**src/mtg_pkg.sv**
```systemverilog
// ---------------------------------------------------------------------------
// mtg_pkg: shared types and constants of the monochrome text/graphics pixel
// generator.
// Holds render kinds, operation codes, mode and attribute codes, and the
// address wrap helper used by the top level.
// ---------------------------------------------------------------------------
`default_nettype none

package mtg_pkg;

  // Operation codes carried in s_tuser.
  localparam logic [1:0] OP_VRAM_WR = 2'd0;
  localparam logic [1:0] OP_FONT_WR = 2'd1;
  localparam logic [1:0] OP_RENDER  = 2'd2;
  localparam logic [1:0] OP_VSYNC   = 2'd3;

  // Mode register decoding.
  localparam logic [7:0] MODE_SEL_MASK = 8'h2A;
  localparam logic [7:0] MODE_TEXT     = 8'h08;
  localparam logic [7:0] MODE_BLINK    = 8'h28;
  localparam logic [7:0] MODE_GFX      = 8'h0A;
  localparam logic [7:0] MODE_GFX_ALT  = 8'h2A;

  // Attribute codes with reverse video.
  localparam logic [7:0] ATTR_REV       = 8'h70;
  localparam logic [7:0] ATTR_REV_HI    = 8'h78;
  localparam logic [7:0] ATTR_REV_BL    = 8'hF0;
  localparam logic [7:0] ATTR_REV_BL_HI = 8'hF8;
  localparam logic [7:0] ATTR_GLYPH_MASK = 8'h77;
  localparam logic [2:0] ATTR_UNDERLINE  = 3'b001;

  // Character codes C0h..DFh repeat their last column.
  localparam logic [7:0] CHR_NINTH_MASK = 8'hE0;
  localparam logic [7:0] CHR_NINTH_CODE = 8'hC0;

  // Palette indices.
  localparam logic [1:0] PAL_BLACK   = 2'd0;
  localparam logic [1:0] PAL_DIM     = 2'd1;
  localparam logic [1:0] PAL_NORMAL  = 2'd2;
  localparam logic [1:0] PAL_INTENSE = 2'd3;

  // Valid pixel counts.
  localparam logic [4:0] PIX_COUNT_OFF  = 5'd0;
  localparam logic [4:0] PIX_COUNT_TEXT = 5'd9;
  localparam logic [4:0] PIX_COUNT_GFX  = 5'd16;

  // Stream widths.
  localparam int S_TDATA_W = 32;
  localparam int S_TUSER_W = 2;
  localparam int M_TDATA_W = 40;

  localparam int OUT_QUEUE_DEPTH = 4;

  typedef enum logic [1:0] {
    RK_OFF,
    RK_TEXT,
    RK_BLINK,
    RK_GFX
  } render_kind_t;

  // Per-cell control that follows a render item through the pipeline.
  typedef struct packed {
    render_kind_t kind;
    logic         cursor;
    logic [1:0]   frame_bits;  // frame counter bits 4:3
    logic         ninth;       // character code repeats its last column
  } cell_ctrl_t;

  typedef struct packed {
    logic [31:0] pixels;
    logic [4:0]  pixel_count;
  } pix_item_t;

  // Reduces a 16-bit address modulo a store depth of at least 4096, so the
  // quotient never exceeds 16 and a row of constant compares finds it.
  function automatic logic [15:0] wrap_addr(input logic [15:0] a, input int unsigned depth);
    logic [15:0] r;
    r = a;
    for (int k = 1; k <= 16; k++) begin
      if (32'(a) >= 32'(k) * depth) begin
        r = a - 16'(32'(k) * depth);
      end
    end
    return r;
  endfunction

endpackage

`default_nettype wire

```
**src/mtg_out_queue.sv**
```systemverilog
// ---------------------------------------------------------------------------
// mtg_out_queue: result queue.
// Small register FIFO that holds finished pixel items until the output side
// takes them.
// ---------------------------------------------------------------------------
`default_nettype none

module mtg_out_queue #(
  parameter int DEPTH = 4,
  localparam int PW = $clog2(DEPTH),
  localparam int CW = $clog2(DEPTH + 1)
) (
  input  wire logic               clk,
  input  wire logic               rst,
  input  wire logic               push,
  input  wire mtg_pkg::pix_item_t push_item,
  input  wire logic               pop,
  output mtg_pkg::pix_item_t      head_item,
  output logic [CW-1:0]           count
);

  mtg_pkg::pix_item_t entries [DEPTH];
  logic [PW-1:0] wr_ptr;
  logic [PW-1:0] rd_ptr;

  assign head_item = entries[rd_ptr];

  always_ff @(posedge clk) begin
    if (push) begin
      entries[wr_ptr] <= push_item;
    end
  end

  always_ff @(posedge clk) begin
    if (rst) begin
      wr_ptr <= '0;
      rd_ptr <= '0;
      count  <= '0;
    end else begin
      if (push) begin
        wr_ptr <= (wr_ptr == PW'(DEPTH - 1)) ? '0 : wr_ptr + 1'b1;
      end
      if (pop) begin
        rd_ptr <= (rd_ptr == PW'(DEPTH - 1)) ? '0 : rd_ptr + 1'b1;
      end
      if (push && !pop) begin
        count <= count + 1'b1;
      end else if (pop && !push) begin
        count <= count - 1'b1;
      end
    end
  end

endmodule

`default_nettype wire
```
**config.mk**
```make
export PLATFORM = sky130hd
export DESIGN_NAME = mtg_out_queue
export DESIGN_NICKNAME = d
export VERILOG_FILES = /design/src/mtg_pkg.sv /design/src/mtg_out_queue.sv
export SDC_FILE = /design/constraint.sdc
export NUM_CORES = 1
export LEC_CHECK = 0
export BUFFER_PORTS_ARGS = -buffer_cell sky130_fd_sc_hd__buf_2
export CORE_MARGIN = 10
export CORE_UTILIZATION = 54
export CTS_CLUSTER_DIAMETER = 200
export CTS_CLUSTER_SIZE = 28
export DETAILED_ROUTE_END_ITERATION = 12
export PLACE_DENSITY_LB_ADDON = 0.15
export SYNTH_ARGS = -nofsm -noshare
export SYNTH_HDL_FRONTEND = slang
export SYNTH_SLANG_ARGS = --single-unit
```
**constraint.sdc**
```tcl
create_clock -name clk -period 5.4 [get_ports clk]
set_input_delay 1.08 -clock clk [delete_from_list [all_inputs] [get_ports clk]]
set_output_delay 1.08 -clock clk [all_outputs]
set_load 0.05 [all_outputs]
```
# == After elaboration in Yosys (flattened, before gate mapping) ==
# Memories as Yosys holds them, arrays and structs flattened. A register that Yosys moved wholly into a read port is not among the register bits.
# Cells that the tools add are included.
# totals
regBits,7
mem_bits_rw,148
memories,1
word_cells,23
# mem_list
name,depth,word_bits,read_ports,rd_clocked_by_memory_dff,wr,line,rtl
entries,4,37,1,1,1,mtg_out_queue.sv:22,mtg_pkg::pix_item_t entries [DEPTH];
# op_classes
addsub,4
n_mux,8
n_reduce_logical,5
n_eq_ne,2
# ops
cell,count
$mux 2,4
$mux 3,2
$add 2x1->2 const B,2
$eq 2x2->1 const B,2
$add 3x1->3 const B,1
$sub 3x1->3 const B,1
$logic_and 1x1->1,2
$logic_not 1->1,2
$mux 1,2
$reduce_bool 2->1,1

# == Logic depth before layout (Yosys ltp) ==
# Gate-level depths: netlist of the first run.
# depth
ltp_word,4
depth_mapped,7
depth_no_buf,7

# == Least setup slack after synthesis of the first run ==
# OpenSTA, ideal clock, no wires.
# synth_path
path_kind,input -> register
startpoint,in push
endpoint,mem entries[0][0] (netlist bit) (enable)
stages,1
setup_time_ns,0.398
arrival_ns,1.985
path_slack_ns,3.018
path_cell_list,and2_1
# synth_between
elab_chain_len,2
# synth_lines
element,line,rtl
start: declaration,mtg_out_queue.sv:15,"input wire logic push,"
$mux 1,mtg_out_queue.sv:29,if (push) begin
$mux 1 (implied by the code),mtg_out_queue.sv:30,entries[wr_ptr] <= push_item;
end: declaration,mtg_out_queue.sv:22,
# No other way between the ends.

==> results of run 1 <==
-- registers in the layout, summed over array words and instances, names as in the netlist, named ones only --
register,count
count,3
rd_ptr,2
wr_ptr,2
entries,148
-- cell families after synthesis --
| family | share of synthesized area, % |
|---|---|
| AO/OA/AOI/OAI | 0.343 |
| XOR/XNOR | 0.301 |
| adder cells (fa/ha/maj) | 1.63 |
| buffers and inverters | 1.89 |
| flip-flops | 79.4 |
| multiplexers | 15.3 |
| AND/OR/NAND/NOR | 1.18 |
-- power by group through the flow --
stage / clock, uW / sequential, uW / combinational, uW
3_3_place_gp: 0 / 1440 / 324
5_1_grt: 1180 / 1430 / 344
4_1_cts: 1130 / 1420 / 329
3_5_place_dp: 0 / 1450 / 329
6_report: 1120 / 1420 / 323
2_1_floorplan: 0 / 1440 / 248
-- worst paths after layout --
kind,start,end,slack (ps),depth (start not counted)
worst max-delay path,flip-flop,head_item[5],1710,3
worst min register to register,count[2],count[2],490,2
worst min-delay path,count[2],count[2],490,2
worst max register to register,wr_ptr[0],entries[3][3],3590,2
-- tightest hold or removal path, cell delays in order, from the launching register on --
cell and delay [ps]:
dfxtp_1 320, o21ai_0 70, a21oi_1 60
-- routing by layer --
metal  wire length (um)  part of all wire [%]  vias to the layer above  track usage, %
met1               4240                    41                     1375            17.6
met4                146                   1.4                        0            4.88
met5                  0                     0                        -               0
li1                   -                     -                     1180               -
met2               5150                    50                       81            22.9
met3                762                   7.4                       15            5.84
-- per-stage QoR --
step	instances	area, um^2	hold WS (ps)	utilization [%]
2_1_floorplan	236	5830	492	-
3_5_place_dp	445	6320	490	60.7
5_1_grt	477	6870	528	66.0
4_1_cts	476	6870	502	66.0
6_report	477	6870	495	66.0
3_3_place_gp	445	6320	468	60.7
-- cell type report --
cell class                 instances  area [um^2]  share of cell area [%]
sequential                       157         4630                    67.3
multi-input combinational         66         1100                    15.9
clock buffer                      21          429                    6.24
timing repair buffer              81          408                    5.93
tap                              136          170                    2.48
clock inverter                    10          123                    1.78
inverter                           5         18.8                   0.273
antenna                            1         2.50                  0.0364
-- placed cells by master (no fill, tap or decap), types with 3 or more instances in the layout --
| cell | n |
|---|---|
| edfxtp_1 | 148 |
| buf_2 | 80 |
| mux4_2 | 30 |
| clkbuf_16 | 16 |
| mux4_1 | 7 |
| dfxtp_1 | 7 |
| nor2_1 | 6 |
| ha_1 | 6 |
| inv_1 | 5 |
| and2_2 | 4 |
| clkinv_1 | 4 |
| clkbuf_1 | 4 |
| a21oi_1 | 3 |
| mux2i_1 | 3 |
| bufinv_16 | 3 |
==> flow_summary_export.csv, run 1 <==
group,metric,value,unit
route,viasPerCell,5.56,
cts,cts_buffer_depth,2,
cells_and_area,num-fill-cells,709,
hold_path,hp-class,"reg -> reg",
power_and_ir_drop,pwr-share-comb,11.3,%
cts,clk_pin_slew,60,ps
synthesis,synth_area_leaders,"edfxtp_1 (76%), mux4_2 (12%), mux4_1 (3.2%)",
global_route,grt_usage,14.4,%
power_and_ir_drop,total_power,2860,uW
status,status,"finished clean",
critical_path,crit_family,"flip-flops",
placed_design,dpl.hpwl,6.06,mm
placed_design,dp_slack,2160,ps
cts,clock_latency,510,ps
route,final_antenna_net_count,0,
synthesis,async_reset_ff_share,0,%
die,dieWidth,124,um
synthesis,netlist_instances,236,
die,start_util,55.9,%
power_and_ir_drop,power_density,416,nW/um^2
synthesis,syn_nets,284,
critical_path,cp-end-kind,"output pin",
die,die_h,124,um
timing,slew_viol_final,0,
power_and_ir_drop,p_sw_share,23.7,%
power_and_ir_drop,p_switching,678,uW
synthesis,avgSynthCellArea,24.7,um^2
critical_path,critPathArrivalTime,2610,ps
global_route,grt.overflow.total,0,
global_route,grt_first_pass_wirelength,16.2,mm
route,drc,0,
cts,cts_buffers,17,
critical_path,required,4320,ps
timing,final.min_clock_period,3690,ps
route,vias,2651,
timing,fin_ws,1710,ps
timing,worst_pin_slew,1020,ps
power_and_ir_drop,pwr-share-seq,49.6,%
synthesis,synth_top_area_share,76.3,%
die,pin_count,81,
synthesis,syn_area,5830,um^2
flow_run,drv_cap,0,
critical_path,cp_cell_sequence,"buf_4, mux4_2, buf_2",
cells_and_area,area_delta_synth_final,18.0,%
cts,root_buffer,"clkbuf_8",
critical_path,worstPathMaxFanout,25,
synthesis,ys_ff_latch,157,
cts,post-cts-setup-buffers,0,
cts,hold_buffers,0,
timing,rsz0062_at_grt,"false",
power_and_ir_drop,internal-power,2180,uW
cells_and_area,nets,376,
synthesis,synth_cell_types,19,
timing,maxSlewHeadroom,32.0,%
synthesis,yosysTopAreaCell,"edfxtp_1",
power_and_ir_drop,p_clk_share,39.0,%
synthesis,yosys_warnings,0,
timing,final-hold-violation-count,0,
power_and_ir_drop,power_leakage,0.00239,uW
critical_path,start_kind,"flip-flop",
timing,finClkSkew,6.99,ps
synthesis,synth_edf_count,148,
timing,post-route-period-util,68.3,%
route,routed_wl,10.3,mm
critical_path,critPathMaxStageDelay,890,ps
route,drtIter0Drc,154,
global_route,antenna_found_initial,1,
synthesis,ys_seq_area_share,79.4,%
route,wl_per_cell,21.6,um
global_route,grt_max_degree,38,
critical_path,crit_type,"reg -> out",
global_route,grt_pass1_vias,2896,
placed_design,io_buffer_count,80,
die,die_area,15300,um^2
synthesis,ys.flop_type,"edfxtp_1",
die,core_area,10400,um^2
die,row_count,37,
power_and_ir_drop,vdd_ir_drop_max,0.221,mV
cells_and_area,drive_gt1_share,41.2,%
critical_path,crit_buf_inv,2,
cts,clock_sinks,157,
cts,ctsResizeCount,0,
route,drtPass1Iterations,4,
cts,cts_tree,"yes",
synthesis,yosysMostFrequentCell,"edfxtp_1",
synthesis,yosys-top-cells-count,"edfxtp_1 (148), mux4_2 (30), dfxtp_1 (9), mux4_1 (7)",
cts,cts_max_level,4,
timing,fin_tns_setup,0,ps
timing,max_freq,271,MHz
critical_path,crit_slowest_cell,"dfxtp_2",
placed_design,gp_congestion,0.669,
timing,setup_violations,0,
(Power assumes the default switching activity.)
==> run 2, diff against run 1 <==
--- a/config.mk
+++ b/config.mk
@@ -7,7 +7,7 @@
 export LEC_CHECK = 0
 export BUFFER_PORTS_ARGS = -buffer_cell sky130_fd_sc_hd__buf_2
 export CORE_MARGIN = 10
-export CORE_UTILIZATION = 54
+export CORE_UTILIZATION = 51
 export CTS_CLUSTER_DIAMETER = 200
 export CTS_CLUSTER_SIZE = 28
 export DETAILED_ROUTE_END_ITERATION = 12
==> constraint.sdc (replaced) <==
create_clock -name clk -period 3 [get_ports clk]
set_input_delay 0.6 -clock clk [delete_from_list [all_inputs] [get_ports clk]]
set_output_delay 0.6 -clock clk [all_outputs]
set_load 0.05 [all_outputs]
==> flow_summary_export.csv, run 2 (same netlist as run 1, synthesis figures left out) <==
group,metric,value,unit
timing,final-hold-violation-count,0,
critical_path,critPathArrivalTime,2060,ps
cts,cts_buffer_depth,2,
critical_path,cp-end-kind,"output pin",
placed_design,dp_cells,455,
die,die_area,16100,um^2
route,vias,2610,
timing,max_freq,375,MHz
cts,clock_latency,410,ps
placed_design,dpl.hpwl,6.60,mm
cts,cts_max_level,4,
critical_path,required,2400,ps
status,status,"finished clean",
timing,final.min_clock_period,2660,ps
cells_and_area,largest_reg_flops,148,
cts,clock_sinks,157,
power_and_ir_drop,vdd_ir_drop_max,0.459,mV
die,core_area,11000,um^2
critical_path,worst_r2r_path_depth,4,
cells_and_area,nets,382,
die,die_h,127,um
critical_path,crit_type,"reg -> out",
critical_path,crit_family,"flip-flops",
die,dieWidth,127,um
placed_design,dp_slack,745,ps
cells_and_area,diodes,0,
timing,finClkSkew,7.48,ps
timing,fin_tns_setup,0,ps
timing,maxSlewHeadroom,65.3,%
route,viasPerCell,5.36,
cts,post-cts-setup-buffers,0,
global_route,grt_usage,13.6,%
cells_and_area,largest_registers,"entries (148), count (3)",
die,row_count,38,
timing,setup_violations,0,
cts,hold_buffers,0,
timing,fin_ws,336,ps
global_route,grt_pass1_vias,2864,
timing,slew_viol_final,0,
cells_and_area,top_register,"entries",
route,final_antenna_net_count,0,
timing,worst_pin_slew,520,ps
die,pin_count,81,
global_route,grt.overflow.total,0,
route,routed_wl,10.4,mm
hold_path,hp-class,"in -> reg",
cells_and_area,final_cell_mix,"edfxtp_1 (148), buf_2 (80), mux4_2 (30), clkbuf_16 (21)",
global_route,grt_max_degree,31,
placed_design,gp_congestion,0.681,
die,start_util,52.8,%
route,drtPass1Iterations,4,
cells_and_area,layout.cells.non_filler,487,
power_and_ir_drop,power_density,751,nW/um^2
critical_path,cp_cell_sequence,"buf_12, mux4_1, buf_2",
hold_path,worstHoldPathCells,1,
cts,clk_pin_slew,60,ps
global_route,antenna_found_initial,0,
cells_and_area,layout_commonest_cell,"edfxtp_1",
critical_path,crit_buf_inv,2,
cells_and_area,area_delta_synth_final,21.4,%
cts,cts_buffers,17,
route,drc,0,
cts,root_buffer,"clkbuf_16",
critical_path,crit_slowest_cell,"dfxtp_2",
critical_path,cp.depth,3,
route,wl_per_cell,21.4,um
timing,post-route-period-util,88.8,%
global_route,grt_first_pass_wirelength,16.4,mm
timing,rsz0062_at_grt,"false",
placed_design,io_buffer_count,80,
flow_run,drv_cap,0,
critical_path,worstPathMaxFanout,19,
power_and_ir_drop,power_leakage,0.00247,uW
cts,ctsResizeCount,0,
cts,cts_tree,"yes",
critical_path,start_kind,"flip-flop",
route,drtIter0Drc,268,
critical_path,critPathMaxStageDelay,590,ps
cells_and_area,drive_gt1_share,44.1,%
run 2: changes by cell type in the layout (fill, tap and decap cells not counted), moves of 3 or more:
cell	change
buf_12	+6
clkbuf_8	+3
clkbuf_16	+5
clkinv_1	-4
bufinv_16	-3
run 2: area by class of cell:
type	instances	area, um^2
sequential	157	4630
clock inverter	5	37.5
multi-input combinational	66	1100
clock buffer	27	588
inverter	5	18.8
tap	140	175
fill	750	3960
timing repair buffer	87	528
run 2: layer usage:
metal,vias to the layer above,wire length [um],global-route usage [%]
met2,86,5040,20.3
met5,-,0,0
met4,0,82,5.02
li1,1194,-,-
met3,6,909,6.50
met1,1324,4370,16.9
run 2: power breakdown:
group | internal (uW) | total, uW | switching [uW]
sequential | 2500 | 2530 | 38.5
combinational | 196 | 623 | 427
clock | 1350 | 2150 | 805
run 2: worst paths after layout:
check        slack, ps              to     startpoint
max                340   head_item[32]      flip-flop
min                390  entries[3][21]  push_item[21]
max reg2reg       1370  entries[2][24]      wr_ptr[0]
min reg2reg        490        count[2]       count[2]
run 2: worst register-to-register path: cells and delay by family, from the launching register on:
family | cells | cell delay (ps)
flops | 1 | 350
simple gates | 1 | 480
buf+inv | 2 | 360
fa+ha+maj | 1 | 140
run 2: stage by stage:
| step | hold WS, ps | utilization [%] | total power, uW | instance area (um^2) |
|---|---|---|---|---|
| 3_3_place_gp | 468 | 58.4 | 3210 | 6440 |
| 6_report | 394 | 64.1 | 5310 | 7070 |
| 3_5_place_dp | 481 | 58.4 | 3220 | 6440 |
| 2_1_floorplan | 492 | - | 3040 | 5830 |
| 5_1_grt | 381 | 64.1 | 5490 | 7070 |
| 4_1_cts | 377 | 64.1 | 5370 | 7070 |
