==> config.mk <==
export PLATFORM = sky130hd
export DESIGN_NAME = mtg_pixel_fmt
export DESIGN_NICKNAME = d
export VERILOG_FILES = /design/src/mtg_pkg.sv /design/src/mtg_pixel_fmt.sv
export SDC_FILE = /design/constraint.sdc
export NUM_CORES = 1
export LEC_CHECK = 0
export ABC_AREA = 1
export BUFFER_PORTS_ARGS = -buffer_cell sky130_fd_sc_hd__buf_2
export CORE_ASPECT_RATIO = 0.75
export CORE_MARGIN = 8
export CORE_UTILIZATION = 35
export DETAILED_ROUTE_END_ITERATION = 10
export GPL_TIMING_DRIVEN = 0
export PLACE_DENSITY = 0.87
export SKIP_LAST_GASP = 1
export SYNTH_ARGS = -nofsm -noshare
export SYNTH_HDL_FRONTEND = slang
export SYNTH_SLANG_ARGS = --single-unit
==> constraint.sdc <==
create_clock -name vclk -period 1.3
set_input_delay 0.13 -clock vclk [all_inputs]
set_output_delay 0.13 -clock vclk [all_outputs]
set_load 0.01 [all_outputs]
==> src/mtg_pkg.sv <==
// ---------------------------------------------------------------------------
// mtg_pkg: shared types and constants of the monochrome text/graphics pixel
// generator.
// Holds render kinds, operation codes, mode and attribute codes, and the
// address wrap helper used by the top level.
// ---------------------------------------------------------------------------
`default_nettype none

package mtg_pkg;

  // Operation codes carried in s_tuser.
  localparam logic [1:0] OP_VRAM_WR = 2'd0;
  localparam logic [1:0] OP_FONT_WR = 2'd1;
  localparam logic [1:0] OP_RENDER  = 2'd2;
  localparam logic [1:0] OP_VSYNC   = 2'd3;

  // Mode register decoding.
  localparam logic [7:0] MODE_SEL_MASK = 8'h2A;
  localparam logic [7:0] MODE_TEXT     = 8'h08;
  localparam logic [7:0] MODE_BLINK    = 8'h28;
  localparam logic [7:0] MODE_GFX      = 8'h0A;
  localparam logic [7:0] MODE_GFX_ALT  = 8'h2A;

  // Attribute codes with reverse video.
  localparam logic [7:0] ATTR_REV       = 8'h70;
  localparam logic [7:0] ATTR_REV_HI    = 8'h78;
  localparam logic [7:0] ATTR_REV_BL    = 8'hF0;
  localparam logic [7:0] ATTR_REV_BL_HI = 8'hF8;
  localparam logic [7:0] ATTR_GLYPH_MASK = 8'h77;
  localparam logic [2:0] ATTR_UNDERLINE  = 3'b001;

  // Character codes C0h..DFh repeat their last column.
  localparam logic [7:0] CHR_NINTH_MASK = 8'hE0;
  localparam logic [7:0] CHR_NINTH_CODE = 8'hC0;

  // Palette indices.
  localparam logic [1:0] PAL_BLACK   = 2'd0;
  localparam logic [1:0] PAL_DIM     = 2'd1;
  localparam logic [1:0] PAL_NORMAL  = 2'd2;
  localparam logic [1:0] PAL_INTENSE = 2'd3;

  // Valid pixel counts.
  localparam logic [4:0] PIX_COUNT_OFF  = 5'd0;
  localparam logic [4:0] PIX_COUNT_TEXT = 5'd9;
  localparam logic [4:0] PIX_COUNT_GFX  = 5'd16;

  // Stream widths.
  localparam int S_TDATA_W = 32;
  localparam int S_TUSER_W = 2;
  localparam int M_TDATA_W = 40;

  localparam int OUT_QUEUE_DEPTH = 4;

  typedef enum logic [1:0] {
    RK_OFF,
    RK_TEXT,
    RK_BLINK,
    RK_GFX
  } render_kind_t;

  // Per-cell control that follows a render item through the pipeline.
  typedef struct packed {
    render_kind_t kind;
    logic         cursor;
    logic [1:0]   frame_bits;  // frame counter bits 4:3
    logic         ninth;       // character code repeats its last column
  } cell_ctrl_t;

  typedef struct packed {
    logic [31:0] pixels;
    logic [4:0]  pixel_count;
  } pix_item_t;

  // Reduces a 16-bit address modulo a store depth of at least 4096, so the
  // quotient never exceeds 16 and a row of constant compares finds it.
  function automatic logic [15:0] wrap_addr(input logic [15:0] a, input int unsigned depth);
    logic [15:0] r;
    r = a;
    for (int k = 1; k <= 16; k++) begin
      if (32'(a) >= 32'(k) * depth) begin
        r = a - 16'(32'(k) * depth);
      end
    end
    return r;
  endfunction

endpackage

`default_nettype wire

==> src/mtg_pixel_fmt.sv <==
// ---------------------------------------------------------------------------
// mtg_pixel_fmt: cell pixel formatter.
// Applies the text attribute rules or expands a graphics word into two-bit
// palette pixels, leftmost pixel in the top bits; an off cell yields no pixels.
// ---------------------------------------------------------------------------
`default_nettype none

module mtg_pixel_fmt (
  input  wire mtg_pkg::cell_ctrl_t ctrl,
  input  wire logic [7:0]          attr,
  input  wire logic [7:0]          font_byte,
  input  wire logic [15:0]         gfx_bits,
  output mtg_pkg::pix_item_t       item
);

  logic [7:0]  data;
  logic [1:0]  fg;
  logic [1:0]  bg;
  logic [1:0]  ninth_px;
  logic        blink;
  logic [31:0] text_px;
  logic [31:0] gfx_px;

  assign blink = (ctrl.kind == mtg_pkg::RK_BLINK);

  always_comb begin
    data = font_byte;
    if ((attr & mtg_pkg::ATTR_GLYPH_MASK) == 8'h00) begin
      data = 8'h00;
    end

    fg = attr[3] ? mtg_pkg::PAL_INTENSE : mtg_pkg::PAL_NORMAL;
    bg = mtg_pkg::PAL_BLACK;
    case (attr)
      mtg_pkg::ATTR_REV: begin
        bg = mtg_pkg::PAL_NORMAL;
        fg = mtg_pkg::PAL_BLACK;
      end
      mtg_pkg::ATTR_REV_HI: begin
        bg = mtg_pkg::PAL_NORMAL;
        fg = mtg_pkg::PAL_DIM;
      end
      mtg_pkg::ATTR_REV_BL: begin
        bg = blink ? mtg_pkg::PAL_NORMAL : mtg_pkg::PAL_INTENSE;
        fg = mtg_pkg::PAL_BLACK;
      end
      mtg_pkg::ATTR_REV_BL_HI: begin
        bg = blink ? mtg_pkg::PAL_NORMAL : mtg_pkg::PAL_INTENSE;
        fg = mtg_pkg::PAL_DIM;
      end
      default: begin
      end
    endcase

    // Frame bit 1 of frame_bits is counter bit 4 (blink), bit 0 is bit 3 (cursor).
    if (blink) begin
      if (attr[2:0] == mtg_pkg::ATTR_UNDERLINE) begin
        data = 8'hFF;
      end
      if (ctrl.cursor) begin
        if (ctrl.frame_bits[0]) begin
          data = 8'hFF;
        end
      end else if (attr[7] && ctrl.frame_bits[1]) begin
        data = 8'h00;
      end
    end else begin
      if ((ctrl.cursor && ctrl.frame_bits[0]) || attr[2:0] == mtg_pkg::ATTR_UNDERLINE) begin
        data = 8'hFF;
      end
    end

    ninth_px = ctrl.ninth ? (data[0] ? fg : bg) : bg;

    text_px = '0;
    for (int i = 0; i < 8; i++) begin
      text_px[31-2*i -: 2] = data[7-i] ? fg : bg;
    end
    text_px[15:14] = ninth_px;

    gfx_px = '0;
    for (int i = 0; i < 16; i++) begin
      gfx_px[31-2*i -: 2] = gfx_bits[15-i] ? mtg_pkg::PAL_NORMAL : mtg_pkg::PAL_BLACK;
    end
  end

  always_comb begin
    unique case (ctrl.kind)
      mtg_pkg::RK_TEXT, mtg_pkg::RK_BLINK: begin
        item.pixels      = text_px;
        item.pixel_count = mtg_pkg::PIX_COUNT_TEXT;
      end
      mtg_pkg::RK_GFX: begin
        item.pixels      = gfx_px;
        item.pixel_count = mtg_pkg::PIX_COUNT_GFX;
      end
      default: begin
        item.pixels      = '0;
        item.pixel_count = mtg_pkg::PIX_COUNT_OFF;
      end
    endcase
  end

endmodule

`default_nettype wire

Word level (Yosys, flattened, before mapping)
Index checks and enable logic that the tools add are counted.
{"block": "totals", "output_inout_bits": 37, "elab_cells": 54, "reg_bits": 0, "inputBits": 38}
{"block": "classes", "n_mux": 37, "n_eq_ne": 8, "reduce_logical": 9}
{"op": "case mux 37 bit (2 select lines)", "count": 1}
{"op": "2-to-1 mux 8 bit", "count": 7}
{"op": "2-to-1 mux 2 bit", "count": 25}
{"op": "equality test 8 x 7 -> 1 bit, second input constant", "count": 2}
{"op": "equality test 8 bit, second input constant", "count": 2}
{"op": "OR reduction 2 bit", "count": 5}
{"op": "zero test 8 bit", "count": 1}
{"op": "case mux 2 bit (2 select lines)", "count": 2}
{"op": "equality test 2 bit, second input constant", "count": 2}
{"op": "equality test 3 x 1 -> 1 bit, second input constant", "count": 1}
{"op": "equality test 2 x 1 -> 1 bit, second input constant", "count": 1}
{"op": "logical AND 1 bit", "count": 2}
{"op": "2-to-1 mux 1 bit", "count": 2}
{"op": "logical OR 1 bit", "count": 1}

Logic depth before layout (Yosys ltp)
Gate-level depths: netlist (run 1).
{"block": "logic_depth", "word_depth": 9, "mapped_depth": 11, "depth_no_buf": 11}

Worst setup path before layout (run 1)
Ideal clock, no wire load.
{"block": "synth_path", "path_type": "input port to output port", "from": "in ctrl[4] (netlist bit)", "to": "out item[19] (netlist bit)", "slack_ps": -186, "n_path_buf": 1, "t_required_ps": 1170, "stages": 9, "arrival_ps": 1356, "path_cell_list": "inv_1 > ha_1 > buf_2 > inv_2 > nor2_1 > inv_1 > a21oi_1 > nand2_1 > inv_1"}
{"element": "from (decl)", "line_no": "mtg_pixel_fmt.sv:9", "rtl": "input wire mtg_pkg::cell_ctrl_t ctrl,"}
{"element": "to (decl)", "line_no": "mtg_pixel_fmt.sv:13", "rtl": "output mtg_pkg::pix_item_t item"}

==> results of run 1 <==
## logic make-up (layout without fill, tap and decap cells)
logic type,after synthesis,count (layout),synth area share
buf+inv,32,111,0.209
compound gates,27,27,0.197
simple gates,84,85,0.526
other cells,1,9,0.00472
fa+ha+maj,4,4,0.0630
## power by group through the flow
| stage | logic, W | clock network (W) | registers (W) |
|---|---|---|---|
| 2_1_floorplan | 0.000293 | 0 | 0 |
| 3_3_place_gp | 0.000455 | 0 | 0 |
| 3_5_place_dp | 0.000464 | 0 | 0 |
| 4_1_cts | 0.000533 | 0 | 0 |
| 5_1_grt | 0.000654 | 0 | 0 |
| 6_report | 0.000600 | 0 | 0 |
## layout make-up
cell class	count	area share
multi-input cells	125	0.543
well taps	25	0.0191
repair buffers	82	0.332
plain buffers	12	0.0558
inverters	17	0.0497
## routing by layer
| layer | vias to the layer above | track usage |
|---|---|---|
| met2 | 54 | 0.304 |
| met3 | 6 | 0.0385 |
| li1 | 635 | - |
| met5 | - | 0 |
| met1 | 571 | 0.159 |
| met4 | 0 | 0.0177 |
## cell usage after synthesis
cell	count
clkinv_4	1
buf_2	3
o21ai_2	1
nor2_4	2
conb_1	1
a21oi_2	1
a21oi_1	16
nand2_1	52
o21ai_1	8
nor2_1	6
nand3_2	1
nand3_1	16
nand3_4	3
a21boi_4	1
buf_4	10
nand2_2	2
nand2_4	2
ha_1	4
inv_1	14
clkbuf_1	2
inv_2	2
## how the worst max path moves through the flow
stage / end / slack (ps) / depth (start not counted)
floorplan: item[19] / -20 / 9
global placement: item[30] / -330 / 12
detailed placement: item[27] / -390 / 11
CTS: item[20] / -130 / 13
global route: item[19] / -170 / 14
finish: item[19] / -90 / 14
## placed cells by master (no fill, tap or decap)
cell type,n
nand2_2,11
nand3_2,4
nor2_2,2
buf_2,58
ha_1,1
o21ai_1,5
inv_1,11
inv_2,2
nor2_1,2
o21ai_2,3
inv_4,2
conb_1,9
nand3_1,12
a21oi_2,16
inv_8,1
buf_8,2
ha_2,1
nand3_4,4
o21ai_4,1
a21boi_4,1
nand2_8,2
nor2_4,5
buf_12,2
a21oi_1,1
buf_6,10
clkinv_4,1
clkbuf_2,1
nand2_4,4
buf_4,21
nand2_1,39
ha_4,2
## worst max-delay path: stages
cell and delay [ps]:
buf_8 100, inv_8 50, ha_4 120, inv_4 40, nor2_4 90, nand3_4 90, buf_12 160, nand2_8 70
nand2_2 50, o21ai_2 60, nand2_1 60, nand2_1 60, inv_1 50, buf_6 110
## per-stage QoR
| stage | hold slack (ps) | instance area (µm²) | worst slack, ps |
|---|---|---|---|
| final | 532 | 1640 | -94.6 |
| after global routing | 552 | 1640 | -173 |
| after CTS | 532 | 1480 | -127 |
| after detailed placement | 532 | 1250 | -385 |
| after global placement | 525 | 1250 | -328 |
| after floorplan | 358 | 887 | -21.8 |
## timing repair
item                                    CTS  global route
cloned                                    1             0
gates resized for setup                  31            36
hold buffers                              0             0
pin swaps                                 7            13
endpoints found under the setup margin   25            22
buffers inserted                         12             4
==> results.cfg, run 1 <==
[critical_path]
critPathMaxFanout = 6
worstSetupPathType = in2out
arrival_ps = 1260
critPathLaunchType = input pin
startpoint = ctrl[4]
endpoint_kind = primary output
crit_required_ps = 1170

[min_path]
worstHoldPathType = in2out
hold_end = item[6]
whs_path_depth = 4
min-delay-start = gfx_bits[0]

[power_and_ir_drop]
swShare = 0.548
p_total_w = 0.000600
p_seq_frac = 0
p_int_w = 0.000271
clockPowerShare = 0
p_leak_nw = 0.924
max-vdd-ir-drop_mv = 0.246
powerDensity_nw_per_um2 = 367
p_comb_frac = 1.000
p_sw_w = 0.000329

[detailed_routing]
detailroute.via_count = 1266
dr_wl_met3_um = 274
routed.top_layer = met4
drt_drc_violations_left = 0
first_pass_iters = 4
viasPerCell = 4.85
ant_nets = 0
wire_per_inst_um = 13.6
first_iter_violations = 52
wl_met1_mm = 1.28
wl_met2_mm = 1.92
drt-total-wl_mm = 3.54

[sta]
fin_crit_sh = 1.07
setup_viol = 17
rsz0062_at_grt = yes
drv_slew = 0
hold_viol = 0
clock.fmax_ghz = 0.717
fin_setup_tns_ps = -1000
worst_slack_ps = -94.6
min_period_ps = 1390

[yosys]
yosysSeqAreaShare = 0
yosysTopAreaCell = nand2_1
yosysWarnings = 0
synth_top_area_frac = 0.246
syn_area_per_cell_um2 = 5.37
syn-cell-area_um2 = 795
ys_top_cells_by_area = nand2_1, a21oi_1, nand3_1
synthDistinctLibCells = 21
synth_cells = 148

[final_layout]
multi_input_area_um2 = 890
nClkBuffers = 0
seq_area_um2 = 0
fin_cells = 261
diodes = 0
nNetsFinal = 280
nFlopsAndLatches = 0
syn_to_final_growth_pct = 106
layout-drive-gt1-share = 0.661
fillers = 171
post-route-util = 0.740

[outcome]
status = finished, violations left
failed_checks = negative setup slack

[placement]
port-buffer-count = 66
place_hpwl_mm = 2.50
dp_cells = 247
gp_routability_congestion = 0.830

[die]
start_util = 0.359
die-width_um = 71.0
rows = 15
io_pins = 75
die_h_um = 57.3
core_area_um2 = 2210
die_area_um2 = 4070

[global_route]
grt_usage = 0.152
antenna_found_initial = 0
grt-ovfl-total = 0
grt_pass1_wl_mm = 5.31
grt_pass1_vias = 1181
grt_max_degree = 12

[flow_run]
maxCapViolations = 0
(Power assumes the default switching activity.)
==> run 2: changes to the inputs <==
CORE_MARGIN = 3   (was 8)
==> results.cfg, run 2 (synthesis results as in run 1) <==
[sta]
clock.fmax_ghz = 0.712
setup_viol = 18
hold_viol = 0
min_period_ps = 1400
worst_slack_ps = -105
drv_slew = 0
rsz0062_at_grt = yes
fin_crit_sh = 1.08

[final_layout]
final_common_cell = buf_2
layout-drive-gt1-share = 0.609
nClkBuffers = 0
seq_area_um2 = 0
fillers = 171
fin_cells = 262
syn_to_final_growth_pct = 93.4
nNetsFinal = 282
nFlopsAndLatches = 0
diodes = 0
layout_common_cells = buf_2, nand2_1, buf_4
fin_area_um2 = 1540

[flow_run]
maxCapViolations = 0

[global_route]
grt-ovfl-total = 0
grt_max_degree = 12
grt_pass1_wl_mm = 4.47
antenna_found_initial = 0
grt_pass1_vias = 1077
grt_usage = 0.195

[detailed_routing]
drt_drc_violations_left = 0
first_pass_iters = 4
first_iter_violations = 47
wire_per_inst_um = 11.4
viasPerCell = 4.73
detailroute.via_count = 1240
drt-total-wl_mm = 2.99
ant_nets = 0

[die]
start_util = 0.381
core_area_um2 = 2080
rows = 14
io_pins = 75
die-width_um = 61.0
die_area_um2 = 2880
die_h_um = 47.3

[placement]
pre_cts_slack_ps = -361
port-buffer-count = 66
dp_cells = 246
place_hpwl_mm = 2.10
gp_routability_congestion = 0.798
placed_area_um2 = 1250

[critical_path]
worstSetupPathType = in2out
crit_required_ps = 1170
crit_end = item[24]
critPathMaxFanout = 4
startpoint = attr[5]
endpoint_kind = primary output
arrival_ps = 1270
critPathLaunchType = input pin

[outcome]
failed_checks = negative setup slack
status = finished, violations left

[power_and_ir_drop]
p_leak_nw = 0.901
max-vdd-ir-drop_mv = 0.209
powerDensity_nw_per_um2 = 356

[clock_network]
holdBufCountCts = 0

[min_path]
worstHoldPathType = in2out
whs_path_depth = 4
[run 2: cell count changes in the layout (fill, tap and decap cells not counted), moves of 2 or more]
| cell | change |
|---|---|
| o21ai_2 | -3 |
| nor2_1 | +2 |
| buf_2 | +6 |
| buf_6 | -5 |
| buf_4 | +3 |
| nand2_4 | -2 |
| nand2_1 | +4 |
| o21ai_1 | +3 |
| inv_1 | +2 |
[run 2: how the worst min path moves through the flow]
stage | from | end | slack, ps
floorplan | gfx_bits[2] | item[10] | 360
global placement | gfx_bits[2] | item[10] | 520
detailed placement | gfx_bits[4] | item[14] | 530
CTS | gfx_bits[6] | item[18] | 530
global route | gfx_bits[1] | item[8] | 540
finish | gfx_bits[4] | item[14] | 530
[run 2: critical path, stage by stage]
cell and delay, ps:
buf_2 110, nand2_1 100, nor2_4 110, nand3_4 130
buf_4 160, buf_4 140, nand2_1 70, nand3_1 80
a21oi_2 110, buf_2 130
[run 2: power by group]
part	switching (W)	internal, W
logic	0.000300	0.000247
registers	0	0
clock network	0	0
total	0.000300	0.000247
[run 2: final cells by class]
cell class	instances	area [µm²]	share of cell area
repair buffers	82	489	0.318
plain buffers	14	110	0.0717
inverters	17	81.3	0.0529
well taps	24	30.0	0.0195
multi-input cells	125	826	0.537
[run 2: repair_timing]
item                                    CTS  global route
endpoints found under the hold margin     0             0
buffers inserted                         12             4
cloned                                    1             0
endpoints found under the setup margin   25            25
resized for setup                        25            16
pin swaps                                10             8
[run 2: metrics by stage]
step | util | power (W) | hold WS [ps] | setup TNS, ps
2_1_floorplan | - | 0.000293 | 358 | -21.8
3_3_place_gp | 0.598 | 0.000451 | 522 | -5220
3_5_place_dp | 0.598 | 0.000458 | 526 | -5850
4_1_cts | 0.693 | 0.000515 | 526 | -1450
5_1_grt | 0.737 | 0.000603 | 542 | -2680
6_report | 0.737 | 0.000547 | 526 | -1410
[run 2: routing by layer]
layer | part of all wire | GRT usage | up-vias | wire [µm]
li1 | - | - | 644 | -
met1 | 0.43 | 0.257 | 544 | 1280
met2 | 0.51 | 0.365 | 50 | 1510
met3 | 0.061 | 0.00824 | 2 | 182
met4 | 0.0040 | 0.0260 | 0 | 12
met5 | 0 | 0 | - | 0
==> run 3: changes to the inputs <==
PLACE_DENSITY = 0.77   (was 0.87)
==> results.cfg, run 3 (synthesis results as in run 1) <==
[final_layout]
nFlopsAndLatches = 0
nClkBuffers = 0
seq_area_um2 = 0
diodes = 0
syn_to_final_growth_pct = 97.5
layout-drive-gt1-share = 0.631
final_common_cell = buf_2
nNetsFinal = 280
layout_common_cells = buf_2, nand2_1, buf_4
fillers = 172
fin_area_um2 = 1570
fin_cells = 260

[flow_run]
maxCapViolations = 0

[global_route]
grt_usage = 0.165
grt_pass1_vias = 902
grt-ovfl-total = 0
antenna_found_initial = 0
grt_max_degree = 12
grt_pass1_wl_mm = 3.75

[sta]
clock.fmax_ghz = 0.716
setup_viol = 16
fin_crit_sh = 1.08
min_period_ps = 1400
rsz0062_at_grt = yes
hold_viol = 0
fin_setup_tns_ps = -879
drv_slew = 0
worst_slack_ps = -97.6

[critical_path]
crit_chain = buf_8 -> inv_8 -> ha_4 -> inv_4 -> nor2_4 -> nand3_4 -> buf_12 -> nand2_8 -> nand2_4 -> nand3_2 -> nand2_2 -> a21oi_2 -> buf_2
cp_slowest_cell = buf_12
endpoint_kind = primary output
arrival_ps = 1270
slowest_delay_ps = 150
path_buf_inv = 5
crit_family = buffers and inverters
startpoint = ctrl[4]
worstSetupPathType = in2out
critPathLaunchType = input pin
crit_required_ps = 1170
critPathMaxFanout = 6

[power_and_ir_drop]
p_int_w = 0.000252
clockPowerShare = 0
powerDensity_nw_per_um2 = 355
swShare = 0.548
p_seq_frac = 0
p_leak_nw = 0.910
max-vdd-ir-drop_mv = 0.198
p_comb_frac = 1.000
p_sw_w = 0.000306

[die]
start_util = 0.381
core_area_um2 = 2080
die_h_um = 47.3
rows = 14
io_pins = 75
die_area_um2 = 2880
die-width_um = 61.0

[outcome]
status = finished, violations left
failed_checks = negative setup slack

[detailed_routing]
drt_drc_violations_left = 0
drt-total-wl_mm = 2.83
viasPerCell = 4.63
wire_per_inst_um = 10.9
first_iter_violations = 32
first_pass_iters = 4
detailroute.via_count = 1203
ant_nets = 0

[placement]
port-buffer-count = 66
pre_cts_slack_ps = -344
placed_area_um2 = 1250
place_hpwl_mm = 2.05
gp_routability_congestion = 0.782
dp_cells = 246

[min_path]
min-delay-start = gfx_bits[6]
worstHoldPathType = in2out

[clock_network]
holdBufCountCts = 0
==> run 3: cell count changes in the layout (fill, tap and decap cells not counted), sizes merged <==
cell,previous run,this run
buf,95,93
clkinv,0,1
inv,17,16
==> run 3: power groups by stage <==
stage	clock network, W	logic [W]	registers, W
5_1_grt	0	0.000608	0
4_1_cts	0	0.000514	0
6_report	0	0.000557	0
3_3_place_gp	0	0.000453	0
2_1_floorplan	0	0.000293	0
3_5_place_dp	0	0.000457	0
==> run 3: worst paths after layout <==
kind / slack, ps / end / cells after the start
worst max-delay path: -100 / item[20] / 13
worst min-delay path: 520 / item[18] / 4
==> run 3: final cells by class <==
type               count  area [µm²]  area share
plain buffers         14         116      0.0742
inverters             17        81.3      0.0518
multi-input cells    125         843       0.537
well taps             24        30.0      0.0191
repair buffers        80         498       0.317
==> run 3: metrics by stage <==
step | total power [W] | util | hold slack (ps)
floorplan | 0.000293 | - | 358
global placement | 0.000453 | 0.598 | 525
detailed placement | 0.000457 | 0.598 | 524
CTS | 0.000514 | 0.690 | 524
global route | 0.000608 | 0.753 | 553
finish | 0.000557 | 0.753 | 524
==> run 3: routing by layer <==
metal,track usage,wire [µm],part of all wire,vias up
met1,0.227,1160,0.41,523
met4,0.00433,35,0.012,0
li1,-,-,-,634
met3,0.00549,197,0.070,4
met5,0,0,0,-
met2,0.305,1440,0.51,42
==> run 3: repair_timing <==
item | 4_1_cts | 5_1_grt
pin swaps | 6 | 9
setup buffers | 7 | 7
cloned | 1 | 0
endpoints found under the setup margin | 25 | 25
resized for setup | 28 | 25
==> run 3: worst min-delay path: cells and delay by family <==
family / cells / cell delay (ps)
AND/OR/NAND/NOR: 1 / 40
buffers and inverters: 3 / 220
